File: config.mk
export PLATFORM = sky130hd
export DESIGN_NAME = pid_controller_antiwindup
export DESIGN_NICKNAME = d
export VERILOG_FILES = /design/src/hdl/pca_pkg.sv /design/src/hdl/pca_mul.sv /design/src/hdl/pca_div.sv /design/src/hdl/pid_controller_antiwindup.sv
export SDC_FILE = /design/constraint.sdc
export NUM_CORES = 2
export LEC_CHECK = 0
export ABC_AREA = 1
export BUFFER_PORTS_ARGS = -buffer_cell sky130_fd_sc_hd__buf_2
export CAP_MARGIN = 25
export CORE_UTILIZATION = 30
export CTS_BUF_LIST = sky130_fd_sc_hd__clkbuf_8
export DETAILED_ROUTE_END_ITERATION = 10
export GPL_ROUTABILITY_DRIVEN = 0
export GPL_TIMING_DRIVEN = 0
export PLACE_DENSITY_LB_ADDON = 0.12
export SETUP_SLACK_MARGIN = 0.15
export SYNTH_ARGS = -nofsm -noshare
export SYNTH_HDL_FRONTEND = slang
export SYNTH_SLANG_ARGS = --single-unit
File: constraint.sdc
create_clock -name clock -period 11.7 [get_ports clock]
set_input_delay 2.34 -clock clock [delete_from_list [all_inputs] [get_ports clock]]
set_output_delay 2.34 -clock clock [all_outputs]
set_load 0.03 [all_outputs]
File: src/hdl/pca_pkg.sv
// ----------------------------------------------------------------------------
// PID controller package
// Shared types and constants for the PID controller with anti-windup.
// ----------------------------------------------------------------------------
package pca_pkg;

   // Configuration register indexes
   localparam logic [2:0] CSR_GAIN_P      = 3'd0;
   localparam logic [2:0] CSR_GAIN_I      = 3'd1;
   localparam logic [2:0] CSR_GAIN_D      = 3'd2;
   localparam logic [2:0] CSR_INTEG_LIMIT = 3'd3;
   localparam logic [2:0] CSR_DRIVE_LIMIT = 3'd4;

   // Datapath widths
   localparam int VAL_W     = 32;
   localparam int LIM_W     = 31;
   localparam int STEP_W    = 24;
   localparam int MUL_W     = 33;
   localparam int PROD_W    = 2 * MUL_W;
   localparam int FRAC_W    = 16;
   localparam int TERM_W    = PROD_W - FRAC_W;
   localparam int ACC_W     = 52;
   localparam int DIV_NUM_W = 48;
   localparam int DIV_DEN_W = STEP_W;
   localparam int DIV_CNT_W = 6;

   // Sequencer states
   typedef enum logic [3:0] {
      ST_IDLE,
      ST_ERR,
      ST_MUL_ET,
      ST_ACC_ET,
      ST_ACC_P,
      ST_ACC_I,
      ST_WAIT_DIV,
      ST_MUL_D,
      ST_ACC_D,
      ST_FINISH
   } state_type;

   // Divider control and status
   typedef struct packed {
      logic start;
   } div_ctl_type;

   typedef struct packed {
      logic busy;
   } div_sts_type;

endpackage

File: src/hdl/pca_mul.sv
// ----------------------------------------------------------------------------
// PID controller multiplier
// Shared signed multiplier with a registered product.
// ----------------------------------------------------------------------------
module pca_mul (
   input  logic                                 clock,
   input  logic signed [pca_pkg::MUL_W-1:0]     op_a,
   input  logic signed [pca_pkg::MUL_W-1:0]     op_b,
   output logic signed [pca_pkg::PROD_W-1:0]    product
);
   import pca_pkg::*;

   logic signed [PROD_W-1:0] prod_ff;

   // One product per cycle, available the cycle after the operands.
   always_ff @(posedge clock) begin
      prod_ff <= op_a * op_b;
   end

   assign product = prod_ff;

endmodule

File: src/hdl/pca_div.sv
// ----------------------------------------------------------------------------
// PID controller divider
// Restoring unsigned divider, one quotient bit per cycle.
// ----------------------------------------------------------------------------
module pca_div (
   input  logic                              clock,
   input  logic                              reset,
   input  pca_pkg::div_ctl_type              ctl,
   input  logic [pca_pkg::DIV_NUM_W-1:0]     numerator,
   input  logic [pca_pkg::DIV_DEN_W-1:0]     denominator,
   output pca_pkg::div_sts_type              sts,
   output logic [pca_pkg::DIV_NUM_W-1:0]     quotient
);
   import pca_pkg::*;

   logic                   busy_ff;
   logic [DIV_CNT_W-1:0]   cnt_ff;
   logic [DIV_NUM_W-1:0]   quot_ff;
   logic [DIV_DEN_W-1:0]   rem_ff;
   logic [DIV_DEN_W-1:0]   den_ff;
   logic [DIV_DEN_W:0]     rem_shift;
   logic [DIV_DEN_W:0]     rem_diff;
   logic                   fits;

   // Bring down the next numerator bit and try a subtract.
   always_comb begin
      rem_shift = {rem_ff, quot_ff[DIV_NUM_W-1]};
      rem_diff  = rem_shift - {1'b0, den_ff};
      fits      = rem_shift >= {1'b0, den_ff};
   end

   // Control: busy until all quotient bits have been formed.
   always_ff @(posedge clock) begin
      if (reset) begin
         busy_ff <= 1'b0;
         cnt_ff  <= '0;
      end else if (ctl.start) begin
         busy_ff <= 1'b1;
         cnt_ff  <= '0;
      end else if (busy_ff) begin
         cnt_ff <= cnt_ff + 1'b1;
         if (cnt_ff == DIV_CNT_W'(DIV_NUM_W - 1)) begin
            busy_ff <= 1'b0;
         end
      end
   end

   // Datapath: numerator shifts out as the quotient shifts in.
   always_ff @(posedge clock) begin
      if (ctl.start) begin
         quot_ff <= numerator;
         rem_ff  <= '0;
         den_ff  <= denominator;
      end else if (busy_ff) begin
         quot_ff <= {quot_ff[DIV_NUM_W-2:0], fits};
         rem_ff  <= fits ? rem_diff[DIV_DEN_W-1:0] : rem_shift[DIV_DEN_W-1:0];
      end
   end

   assign sts.busy = busy_ff;
   assign quotient = quot_ff;

endmodule

File: src/hdl/pid_controller_antiwindup.sv
// ----------------------------------------------------------------------------
// PID controller with anti-windup
// Q16.16 PID controller with conditional integration and output clamping.
// ----------------------------------------------------------------------------
// Usage: a request carries setpoint, measurement, step time (Q8.16 seconds)
// and feedforward on the req_ channel (valid/ready). Each request yields one
// drive value on the rsp_ channel (valid/ready). Gains and limits are written
// through the csr_ port; the user must write them only while the block is
// idle, which the block itself does not enforce. Writing a gain clears the
// integral, the stored error and the first-request flag.
// Sequence: a request is worked on by four passes through the one shared
// 33x33 multiplier and, when the derivative is computed, a wait for the
// 48-step bit-serial divider that forms it. One request is in work at a time;
// req_ready is high only while the sequencer is idle, so a new request is
// accepted only once the previous one has left its final step. On the first
// request or with a zero step time the divider is not started.
// The result sits in an output register. If the receiver stalls, the next
// request can still be accepted and worked on; it waits in its final step
// until the previous result has been taken.
// Reset (synchronous, active high) clears gains, limits and state to zero.
// ----------------------------------------------------------------------------
module pid_controller_antiwindup (
   input  logic                                 clock,
   input  logic                                 reset,
   // Request channel
   input  logic                                 req_valid,
   output logic                                 req_ready,
   input  logic signed [pca_pkg::VAL_W-1:0]     req_setpoint,
   input  logic signed [pca_pkg::VAL_W-1:0]     req_measured,
   input  logic [pca_pkg::STEP_W-1:0]           req_step_time,
   input  logic signed [pca_pkg::VAL_W-1:0]     req_feedforward_term,
   // Result channel
   output logic                                 rsp_valid,
   input  logic                                 rsp_ready,
   output logic signed [pca_pkg::VAL_W-1:0]     rsp_drive,
   // Configuration port
   input  logic                                 csr_we,
   input  logic [2:0]                           csr_index,
   input  logic [pca_pkg::VAL_W-1:0]            csr_wdata
);
   import pca_pkg::*;

   localparam logic signed [VAL_W-1:0] S32_MAX = {1'b0, {(VAL_W-1){1'b1}}};
   localparam logic signed [VAL_W-1:0] S32_MIN = {1'b1, {(VAL_W-1){1'b0}}};
   localparam logic [DIV_NUM_W-1:0]    NEG_LIMIT = DIV_NUM_W'(64'h8000_0000);

   // Configuration registers
   logic signed [VAL_W-1:0] gain_p_ff, gain_i_ff, gain_d_ff;
   logic [LIM_W-1:0]        integ_lim_ff, drive_lim_ff;

   // Sequencer and datapath registers
   state_type               state_ff, state_in;
   logic signed [VAL_W-1:0] sp_ff, meas_ff, fwd_ff;
   logic [STEP_W-1:0]       dt_ff;
   logic signed [VAL_W-1:0] err_ff, err_in;
   logic signed [VAL_W-1:0] cand_ff, cand_in;
   logic signed [VAL_W-1:0] deriv_ff, deriv_in;
   logic signed [ACC_W-1:0] acc_ff, acc_in;
   logic                    neg_ff, neg_in;
   logic signed [VAL_W-1:0] integral_ff, integral_in;
   logic signed [VAL_W-1:0] last_err_ff, last_err_in;
   logic                    primed_ff, primed_in;
   logic                    rsp_valid_ff, rsp_valid_in;
   logic signed [VAL_W-1:0] drive_ff, drive_in;

   // Shared units
   logic signed [MUL_W-1:0]  mul_a, mul_b;
   logic signed [PROD_W-1:0] product;
   logic signed [ACC_W-1:0]  term;
   div_ctl_type              div_ctl;
   div_sts_type              div_sts;
   logic [DIV_NUM_W-1:0]     div_num;
   logic [DIV_NUM_W-1:0]     quot;

   // Combinational helpers
   logic signed [VAL_W:0]   err_diff;
   logic signed [VAL_W:0]   der_diff;
   logic [VAL_W:0]          der_mag;
   logic signed [ACC_W-1:0] cand_sum;
   logic signed [ACC_W-1:0] ilim_w, dlim_w;
   logic                    err_pos, err_neg, further, gain_write, out_free;

   pca_mul u_mul (
      .clock   (clock),
      .op_a    (mul_a),
      .op_b    (mul_b),
      .product (product)
   );

   pca_div u_div (
      .clock       (clock),
      .reset       (reset),
      .ctl         (div_ctl),
      .numerator   (div_num),
      .denominator (dt_ff),
      .sts         (div_sts),
      .quotient    (quot)
   );

   // Configuration writes; unknown indexes are ignored.
   always_ff @(posedge clock) begin
      if (reset) begin
         gain_p_ff    <= '0;
         gain_i_ff    <= '0;
         gain_d_ff    <= '0;
         integ_lim_ff <= '0;
         drive_lim_ff <= '0;
      end else if (csr_we) begin
         case (csr_index)
            CSR_GAIN_P:      gain_p_ff    <= csr_wdata;
            CSR_GAIN_I:      gain_i_ff    <= csr_wdata;
            CSR_GAIN_D:      gain_d_ff    <= csr_wdata;
            CSR_INTEG_LIMIT: integ_lim_ff <= csr_wdata[LIM_W-1:0];
            CSR_DRIVE_LIMIT: drive_lim_ff <= csr_wdata[LIM_W-1:0];
            default: ;
         endcase
      end
   end

   assign gain_write = csr_we && (csr_index == CSR_GAIN_P || csr_index == CSR_GAIN_I ||
                                  csr_index == CSR_GAIN_D);

   // Arithmetic shared by several steps.
   always_comb begin
      err_diff = {sp_ff[VAL_W-1], sp_ff} - {meas_ff[VAL_W-1], meas_ff};
      der_diff = {err_ff[VAL_W-1], err_ff} - {last_err_ff[VAL_W-1], last_err_ff};
      der_mag  = der_diff[VAL_W] ? -der_diff : der_diff;
      div_num  = {der_mag[VAL_W-1:0], {FRAC_W{1'b0}}};
      // Product scaled down by 2^16, rounded toward minus infinity.
      term     = ACC_W'($signed(product[PROD_W-1:FRAC_W]));
      cand_sum = ACC_W'(integral_ff) + term;
      ilim_w   = ACC_W'({1'b0, integ_lim_ff});
      dlim_w   = ACC_W'({1'b0, drive_lim_ff});
      err_pos  = !err_ff[VAL_W-1] && (err_ff != '0);
      err_neg  = err_ff[VAL_W-1];
      further  = (acc_ff > dlim_w && err_pos) || (acc_ff < -dlim_w && err_neg);
      out_free = !rsp_valid_ff || rsp_ready;
   end

   // State register
   always_ff @(posedge clock) begin
      if (reset) begin
         state_ff <= ST_IDLE;
      end else begin
         state_ff <= state_in;
      end
   end

   // Next state, unit operands and datapath updates.
   always_comb begin
      state_in       = state_ff;
      err_in         = err_ff;
      cand_in        = cand_ff;
      deriv_in       = deriv_ff;
      acc_in         = acc_ff;
      neg_in         = neg_ff;
      integral_in    = integral_ff;
      last_err_in    = last_err_ff;
      primed_in      = primed_ff;
      drive_in       = drive_ff;
      rsp_valid_in   = rsp_valid_ff && !rsp_ready;
      mul_a          = '0;
      mul_b          = '0;
      div_ctl.start  = 1'b0;
      req_ready      = 1'b0;
      case (state_ff)
         ST_IDLE: begin
            req_ready = 1'b1;
            if (req_valid) begin
               state_in = ST_ERR;
            end
         end
         ST_ERR: begin
            // Error, saturated to 32 bits.
            if (err_diff[VAL_W] != err_diff[VAL_W-1]) begin
               err_in = err_diff[VAL_W] ? S32_MIN : S32_MAX;
            end else begin
               err_in = err_diff[VAL_W-1:0];
            end
            state_in = ST_MUL_ET;
         end
         ST_MUL_ET: begin
            // Error times step; derivative divide runs alongside.
            mul_a    = {err_ff[VAL_W-1], err_ff};
            mul_b    = MUL_W'({1'b0, dt_ff});
            neg_in   = der_diff[VAL_W];
            deriv_in = '0;
            div_ctl.start = primed_ff && (dt_ff != '0);
            state_in = ST_ACC_ET;
         end
         ST_ACC_ET: begin
            // Integral candidate, clamped to the integral limit.
            if (cand_sum > ilim_w) begin
               cand_in = ilim_w[VAL_W-1:0];
            end else if (cand_sum < -ilim_w) begin
               cand_in = VAL_W'(-ilim_w);
            end else begin
               cand_in = cand_sum[VAL_W-1:0];
            end
            mul_a    = {gain_p_ff[VAL_W-1], gain_p_ff};
            mul_b    = {err_ff[VAL_W-1], err_ff};
            state_in = ST_ACC_P;
         end
         ST_ACC_P: begin
            acc_in   = ACC_W'(fwd_ff) + term;
            mul_a    = {gain_i_ff[VAL_W-1], gain_i_ff};
            mul_b    = {cand_ff[VAL_W-1], cand_ff};
            state_in = ST_ACC_I;
         end
         ST_ACC_I: begin
            acc_in   = acc_ff + term;
            state_in = ST_WAIT_DIV;
         end
         ST_WAIT_DIV: begin
            // Derivative from the divider, saturated to 32 bits.
            if (!div_sts.busy) begin
               if (primed_ff && (dt_ff != '0)) begin
                  if (neg_ff) begin
                     deriv_in = (quot > NEG_LIMIT) ? S32_MIN : VAL_W'(-quot[VAL_W-1:0]);
                  end else begin
                     deriv_in = (quot > NEG_LIMIT - 1'b1) ? S32_MAX : quot[VAL_W-1:0];
                  end
               end
               state_in = ST_MUL_D;
            end
         end
         ST_MUL_D: begin
            mul_a    = {gain_d_ff[VAL_W-1], gain_d_ff};
            mul_b    = {deriv_ff[VAL_W-1], deriv_ff};
            state_in = ST_ACC_D;
         end
         ST_ACC_D: begin
            acc_in   = acc_ff + term;
            state_in = ST_FINISH;
         end
         ST_FINISH: begin
            // Clamp the output and update state once the output register is free.
            if (out_free) begin
               if (acc_ff > dlim_w) begin
                  drive_in = dlim_w[VAL_W-1:0];
               end else if (acc_ff < -dlim_w) begin
                  drive_in = VAL_W'(-dlim_w);
               end else begin
                  drive_in = acc_ff[VAL_W-1:0];
               end
               if (!further) begin
                  integral_in = cand_ff;
               end
               last_err_in  = err_ff;
               primed_in    = 1'b1;
               rsp_valid_in = 1'b1;
               state_in     = ST_IDLE;
            end
         end
         default: begin
            state_in = ST_IDLE;
         end
      endcase
      // A gain write clears the controller state.
      if (gain_write) begin
         integral_in = '0;
         last_err_in = '0;
         primed_in   = 1'b0;
      end
   end

   // Control state
   always_ff @(posedge clock) begin
      if (reset) begin
         integral_ff  <= '0;
         last_err_ff  <= '0;
         primed_ff    <= 1'b0;
         rsp_valid_ff <= 1'b0;
      end else begin
         integral_ff  <= integral_in;
         last_err_ff  <= last_err_in;
         primed_ff    <= primed_in;
         rsp_valid_ff <= rsp_valid_in;
      end
   end

   // Payload registers
   always_ff @(posedge clock) begin
      if (req_valid && req_ready) begin
         sp_ff   <= req_setpoint;
         meas_ff <= req_measured;
         dt_ff   <= req_step_time;
         fwd_ff  <= req_feedforward_term;
      end
      err_ff   <= err_in;
      cand_ff  <= cand_in;
      deriv_ff <= deriv_in;
      acc_ff   <= acc_in;
      neg_ff   <= neg_in;
      drive_ff <= drive_in;
   end

   assign rsp_valid = rsp_valid_ff;
   assign rsp_drive = drive_ff;

   // An accepted request starts the sequence at the error step.
   assert property (@(posedge clock) disable iff (reset)
      (req_valid && req_ready) |=> (state_ff == ST_ERR))
      else $error("accepted request did not start the sequence");

   // The divider is always finished while the block is idle.
   assert property (@(posedge clock) disable iff (reset)
      req_ready |-> !div_sts.busy)
      else $error("divider busy while idle");

   // A pending result is never overwritten by the next one.
   assert property (@(posedge clock) disable iff (reset)
      (state_ff == ST_FINISH && rsp_valid_ff && !rsp_ready) |=> (state_ff == ST_FINISH))
      else $error("finished request left while the output was stalled");

endmodule

# After elaboration in Yosys (flattened, before gate mapping)
# Index checks and enable logic that the tools add are counted.
word_totals:
  word_cells: 131
  reg_bits: 698
  output_inout_bits: 34
  in_bits: 160
classes:
  magnitude_cmp: 7
  bitwise: 1
  add_sub_neg: 11
  n_mux: 30
  n_reduce_logical: 33
  n_eq_ne: 19
  mul: 1
ops:
  columns: ["operator", "n"]
  rows:
  - ["$mux 32", 10]
  - ["$pmux 33 s4", 2]
  - ["$neg 31->52", 2]
  - ["$pmux 52 s2", 1]
  - ["$add 32x50->51", 2]
  - ["$mux 48", 2]
  - ["$mul 33x33->66", 1]
  - ["$sub 32x32->33", 2]
  - ["$neg 32->32", 2]
  - ["$pmux 32 s2", 1]
  - ["$mux 31", 2]
  - ["$add 52x50->52", 1]
  - ["$gt 52x32->1", 1]
  - ["$lt 51x52->1", 1]
  - ["$lt 52x52->1", 1]
  - ["$gt 51x32->1", 1]
  - ["$gt 48x31->1 const B", 1]
  - ["$gt 48x32->1 const B", 1]
  - ["$pmux 4 s10", 1]
  - ["$reduce_bool 32->1", 1]
  - ["$ge 25x24->1", 1]
  - ["$mux 24", 1]
  - ["$reduce_bool 24->1", 1]
  - ["$sub 24x24->24", 1]
  - ["23 further kinds", 62]

# Depth between registers and ports, before layout
depth:
  word_depth: 6
  ltp_mapped: 41
  ltp_nobuf: 39

# By module
# Synthesis repeated with hierarchy kept, for this count alone.
unflattened:
  cells_unflattened: 12171
  hier_area_um2: 91336.3
modules_own_cells:
  columns: ["module", "instances", "seq_area_each_um2", "cells_per_inst", "area_each_um2"]
  rows:
  - ["pca_mul", 1, 1321.3, 5608, 43495.5]
  - ["pid_controller_antiwindup", 1, 13603.0, 5739, 41715.0]
  - ["pca_div", 1, 2782.7, 824, 6125.9]

# Least setup slack after synthesis
# OpenSTA, ideal clock, no wires.
synth_timing:
  path_kind: "register -> register"
  start: "register state_ff[3]"
  end: "register u_mul.prod_ff[65], in the netlist u_mul.product[65]"
  setup_time_ns: 0.112
  setup_slack_ns: 2.788
  required_time_ns: 11.588
  path_stages_with_launch: 30
  path_buffers: 2
  arrival_time_ns: 8.800
  period_less_slack_ns: 8.912
  path_cell_list: "dfxtp_1 > nor2_1 > nand2_1 > buf_4 > clkinv_1 > buf_1 > nand2_1 > nand4_1 > inv_1 > nor2_1 > fa_1 > fa_1 > fa_1 > fa_1 > inv_1 > fa_1 > inv_1 > fa_1 > fa_1 > inv_1 > fa_1 > inv_1 > ha_1 > inv_1 > nor3_1 > nand3_1 > o311ai_0 > a21oi_1 > nand3_1 > nand2_1"
synth_via:
  elab_chain_len: 3
  elab_cells_between_ends: 7
  classes_between: "mul (1); eq/ne (4); mux (2)"
synth_lines:
  columns: ["element", "line", "text"]
  rows:
  - ["from (decl)", "pid_controller_antiwindup.sv:52", "state_type state_ff, state_in;"]
  - ["from (signal assigned)", "pid_controller_antiwindup.sv:145", "state_ff <= state_in;"]
  - ["$eq 4x3->1 / $eq 4x2->1 (equally long branches)", "pid_controller_antiwindup.sv:166", "case (state_ff)"]
  - ["$pmux 33 s4", "pid_controller_antiwindup.sv:166", null]
  - ["$mul 33x33->66 (*)", "pca_mul.sv:17", "prod_ff <= op_a * op_b;"]
  - ["to (signal assigned)", "pca_mul.sv:17", null]
  - ["to (decl)", "pca_mul.sv:13", "logic signed [PROD_W-1:0] prod_ff;"]
# Mark *: on every way between the ends. The rest lies on a longest branch, timed or not.
# A chain may end at the register's enable or synchronous reset.

# Worst setup path in the final report
layout_timing:
  start: "register state_ff[3]"
  end: "register u_mul.prod_ff[50], in the netlist u_mul.product[50]"
# The elaborated chain is that of the path after synthesis.

==> impl_metrics.csv <==
group,metric,value,unit
cts,cts_buffers,141,
floorplan,placementRows,197,
logic_synthesis,synthSimpleGateAreaFrac,20.6,%
worst_setup_path,timing.rr.start,"state_ff[3]$_SDFFE_PP0P_",
grt,track_usage,25.3,%
cts,clkTransAtPathRegs,0.07,ns
timing,timing.hold.ws,0.450,ns
logic_synthesis,ys_top_cells_by_area,"fa_1, edfxtp_1, nand2_1",
cts,cts_tree,"built",
cts,cts_sinks,682,
worst_setup_path,reg2reg_slack,0.58,ns
grt,grt-ovfl-total,0,
timing,hold_viol_final,0,
floorplan,coreArea,0.288,mm2
grt,antenna_found_initial,33,
timing,max_freq,89.9,MHz
layout,seqCellArea,0.0172,mm2
worst_setup_path,crit_fanout,10,
detailed_routing,wl,374,mm
layout,multi_input_area,0.0598,mm2
logic_synthesis,synth.yosys.seq_area_share,19.8,%
cts,cts_root_buf,"clkbuf_8",
placed_design,port_buffers,192,
worst_setup_path,worstSetupEndpoint,"u_mul.product[50]$_DFF_P_",
timing,finalClockSkew,0.0960,ns
detailed_routing,dr.pass1.iters,6,
layout,nets,13700,
logic_synthesis,synth_top_area_share,26.0,%
detailed_routing,drc_errors,0,
worst_setup_path,critPathLaunchType,"register",
worst_setup_path,crit_path_frequent_cell,"fa_1",
logic_synthesis,synth_cell_types,69,
worst_setup_path,r2r_end,"u_mul.product[50]$_DFF_P_",
cts,post_cts_resize_count,0,
run,max-cap-violations,0,
layout,drive_above_1_share,5.28,%
floorplan,ioPinCount,194,
worst_setup_path,worst_path_max_delay_cell,"inv_1",
cts,htree_num_levels,4,
logic_synthesis,yosys_warnings,0,
worst_setup_path,crit_path_end_kind,"register",
worst_setup_path,worstPathRequired,12.46,ns
logic_synthesis,synth_xor_area_share,2.40,%
logic_synthesis,synth_flop_cell,"edfxtp_1",
grt,grt_pass1_wl,542,mm
logic_synthesis,synth_cells,11400,
timing,period_minus_slack,11.12,ns
timing,min_period_over_period,95.1,%
layout,fillers,31000,
floorplan,die_x,540,um
logic_synthesis,synth_top_family_by_area,"adder cells",
detailed_routing,via_per_inst,5.07,
logic_synthesis,netlist_area,0.0869,mm2
power_and_ir_drop,p_leak,47.1,nW
timing,worstMarginPinSlew,1.22,ns
logic_synthesis,syn-num-nets,13300,
layout,syn2layout_area_growth,10.9,%
cts,worstSkewPairLatency,0.96,ns
worst_setup_path,critPathKind,"register to register",
detailed_routing,ant_nets,0,
logic_synthesis,syn_area_per_cell,7.64,um2
timing,maxSlewHeadroom,18.8,%
floorplan,die_height,540,um
cts,cts_hold_buf,0,
power_and_ir_drop,finalPower,14.7,mW
worst_setup_path,worstPathArrival,11.88,ns
grt,grt_max_degree,37,
placed_design,hpwlAfterDp,315,mm
cts,clockBufferDepth,4,
timing,final_max_slew_viol_count,0,
logic_synthesis,synth_largest_area_cell,"fa_1",
floorplan,start_util,30.2,%
placed_design,place_ws,0.595,ns
logic_synthesis,synth_mux_area_share,0.0115,%
worst_hold_path,hold_path.class,"register to register",
worst_hold_path,worstHoldStart,"gain_p_ff[11]$_SDFFE_PP0P_",
worst_setup_path,max_stage_delay,0.90,ns
worst_setup_path,critPathLaunch,"state_ff[3]$_SDFFE_PP0P_",
timing,finalSetupViolations,0,
worst_setup_path,r2r_cells,33,
status,outcome,"completed",
detailed_routing,vias,79500,
cts,cts_setup_buffers,0,
power_and_ir_drop,ir_drop,0.0996,mV
logic_synthesis,synth-compound-area-share,10.8,%
timing,grt_setup_unrepaired,"false",
timing,finalSetupTns,0,ns
logic_synthesis,synth_edf_count,357,
logic_synthesis,ys_ff_latch,682,
detailed_routing,drtIter0Drc,6944,
floorplan,die-area,0.292,mm2
detailed_routing,wl_per_cell,23.9,um
logic_synthesis,async_reset_ff_share,0,%
grt,grt_pass1_vias,79800,
logic_synthesis,synthAdderAreaFrac,34.9,%
power_and_ir_drop,power_density,153,mW/mm2
timing,setup_ws,0.579,ns
-- stage by stage --
step | util [%] | std cells | instance area [um2]
2_1_floorplan | - | 11400 | 86900
3_3_place_gp | 32.1 | 15400 | 92600
3_5_place_dp | 32.5 | 15400 | 93600
4_1_cts | 33.4 | 15700 | 96300
5_1_grt | 33.4 | 15700 | 96400
6_report | 33.5 | 15700 | 96400
-- layout by cell type (no fill, tap or decap), types with 19 or more instances in the layout --
master,count
o21ai_0,623
o21a_1,34
a22oi_1,24
nor4_1,52
clkbuf_1,255
fa_1,1126
nand4_1,133
inv_1,2286
o211ai_1,31
nor2_2,25
a21oi_1,738
clkbuf_8,157
nand3_1,324
dfxtp_1,325
clkinv_1,46
ha_1,620
nor3_1,124
buf_6,19
nand3b_1,40
a31oi_1,47
or2_2,19
nand2_1,2417
nor2_1,1158
o21bai_1,43
edfxtp_1,357
xor2_1,175
xnor2_1,61
a21o_1,25
buf_8,28
buf_2,252
o22ai_1,74
-- synth_stat cells (133+ instances only) --
master	instances
nand2_1	2419
nor2_1	1170
ha_1	620
dfxtp_1	325
fa_1	1127
o21ai_0	623
inv_1	2249
nand4_1	133
a21oi_1	741
edfxtp_1	357
clkbuf_1	256
nand3_1	324
xor2_1	175
-- power breakdown --
part,internal [mW],switching [mW]
Clock,1.32,1.19
Sequential,2.96,0.451
Combinational,2.56,6.22
-- logic make-up after synthesis --
family | count (synthesis)
adders and majority gates | 1747
DFF | 682
AOI/OAI and AO/OA | 1722
buffers and inverters | 2637
xor gates and xnor gates | 237
muxes | 1
and+or+nand+nor | 4359
-- registers in the layout, summed over array words and instances, names as in the netlist, 31 cells and up --
signal and flops:
acc_ff 52, u_mul.product 50, u_div.quotient 48, cand_ff 32, deriv_ff 32, err_ff 32, fwd_ff 32, gain_d_ff 32
gain_i_ff 32, gain_p_ff 32, integral_ff 32, last_err_ff 32, meas_ff 32, rsp_drive 32, sp_ff 32, drive_lim_ff 31
integ_lim_ff 31
-- per-layer routing --
metal | wire length, um | GRT usage (%)
met5 | 50 | 0
met1 | 164000 | 33.7
met2 | 163000 | 39.7
met3 | 26100 | 4.32
met4 | 21100 | 12.1
-- how the worst min path moves through the flow --
stage / to / slack [ns] / cells after the start
finish: gain_p_ff[11]$_SDFFE_PP0P_ / 0.45 / 2
detailed placement: gain_p_ff[11]$_SDFFE_PP0P_ / 0.44 / 2
CTS: gain_p_ff[11]$_SDFFE_PP0P_ / 0.45 / 2
global route: gain_i_ff[27]$_SDFFE_PP0P_ / 0.46 / 2
floorplan: gain_p_ff[11]$_SDFFE_PP0P_ / 0.42 / 2
global placement: gain_p_ff[11]$_SDFFE_PP0P_ / 0.44 / 2
-- worst max-delay path: cells and delay by family (launching register included) --
kind / cells / cell delay, ns
AO/OA/AOI/OAI: 4 / 1.25
adder cells (fa/ha/maj): 9 / 4.74
buffers and inverters: 10 / 2.32
flip-flops: 1 / 0.45
AND/OR/NAND/NOR: 10 / 2.14
-- final cells by class --
cell class                      instances  area share, %
Multi-Input combinational cell       8066           62.0
Sequential cell                       682           17.9
Inverter                             2293           8.93
Tap cell                             3781           4.91
Clock buffer                          157           2.24
Timing Repair Buffer                  256           2.04
Buffer                                344           1.49
Clock inverter                         80          0.491
Antenna cell                           14         0.0363
No activity file was read; power rests on OpenSTA's default activity.
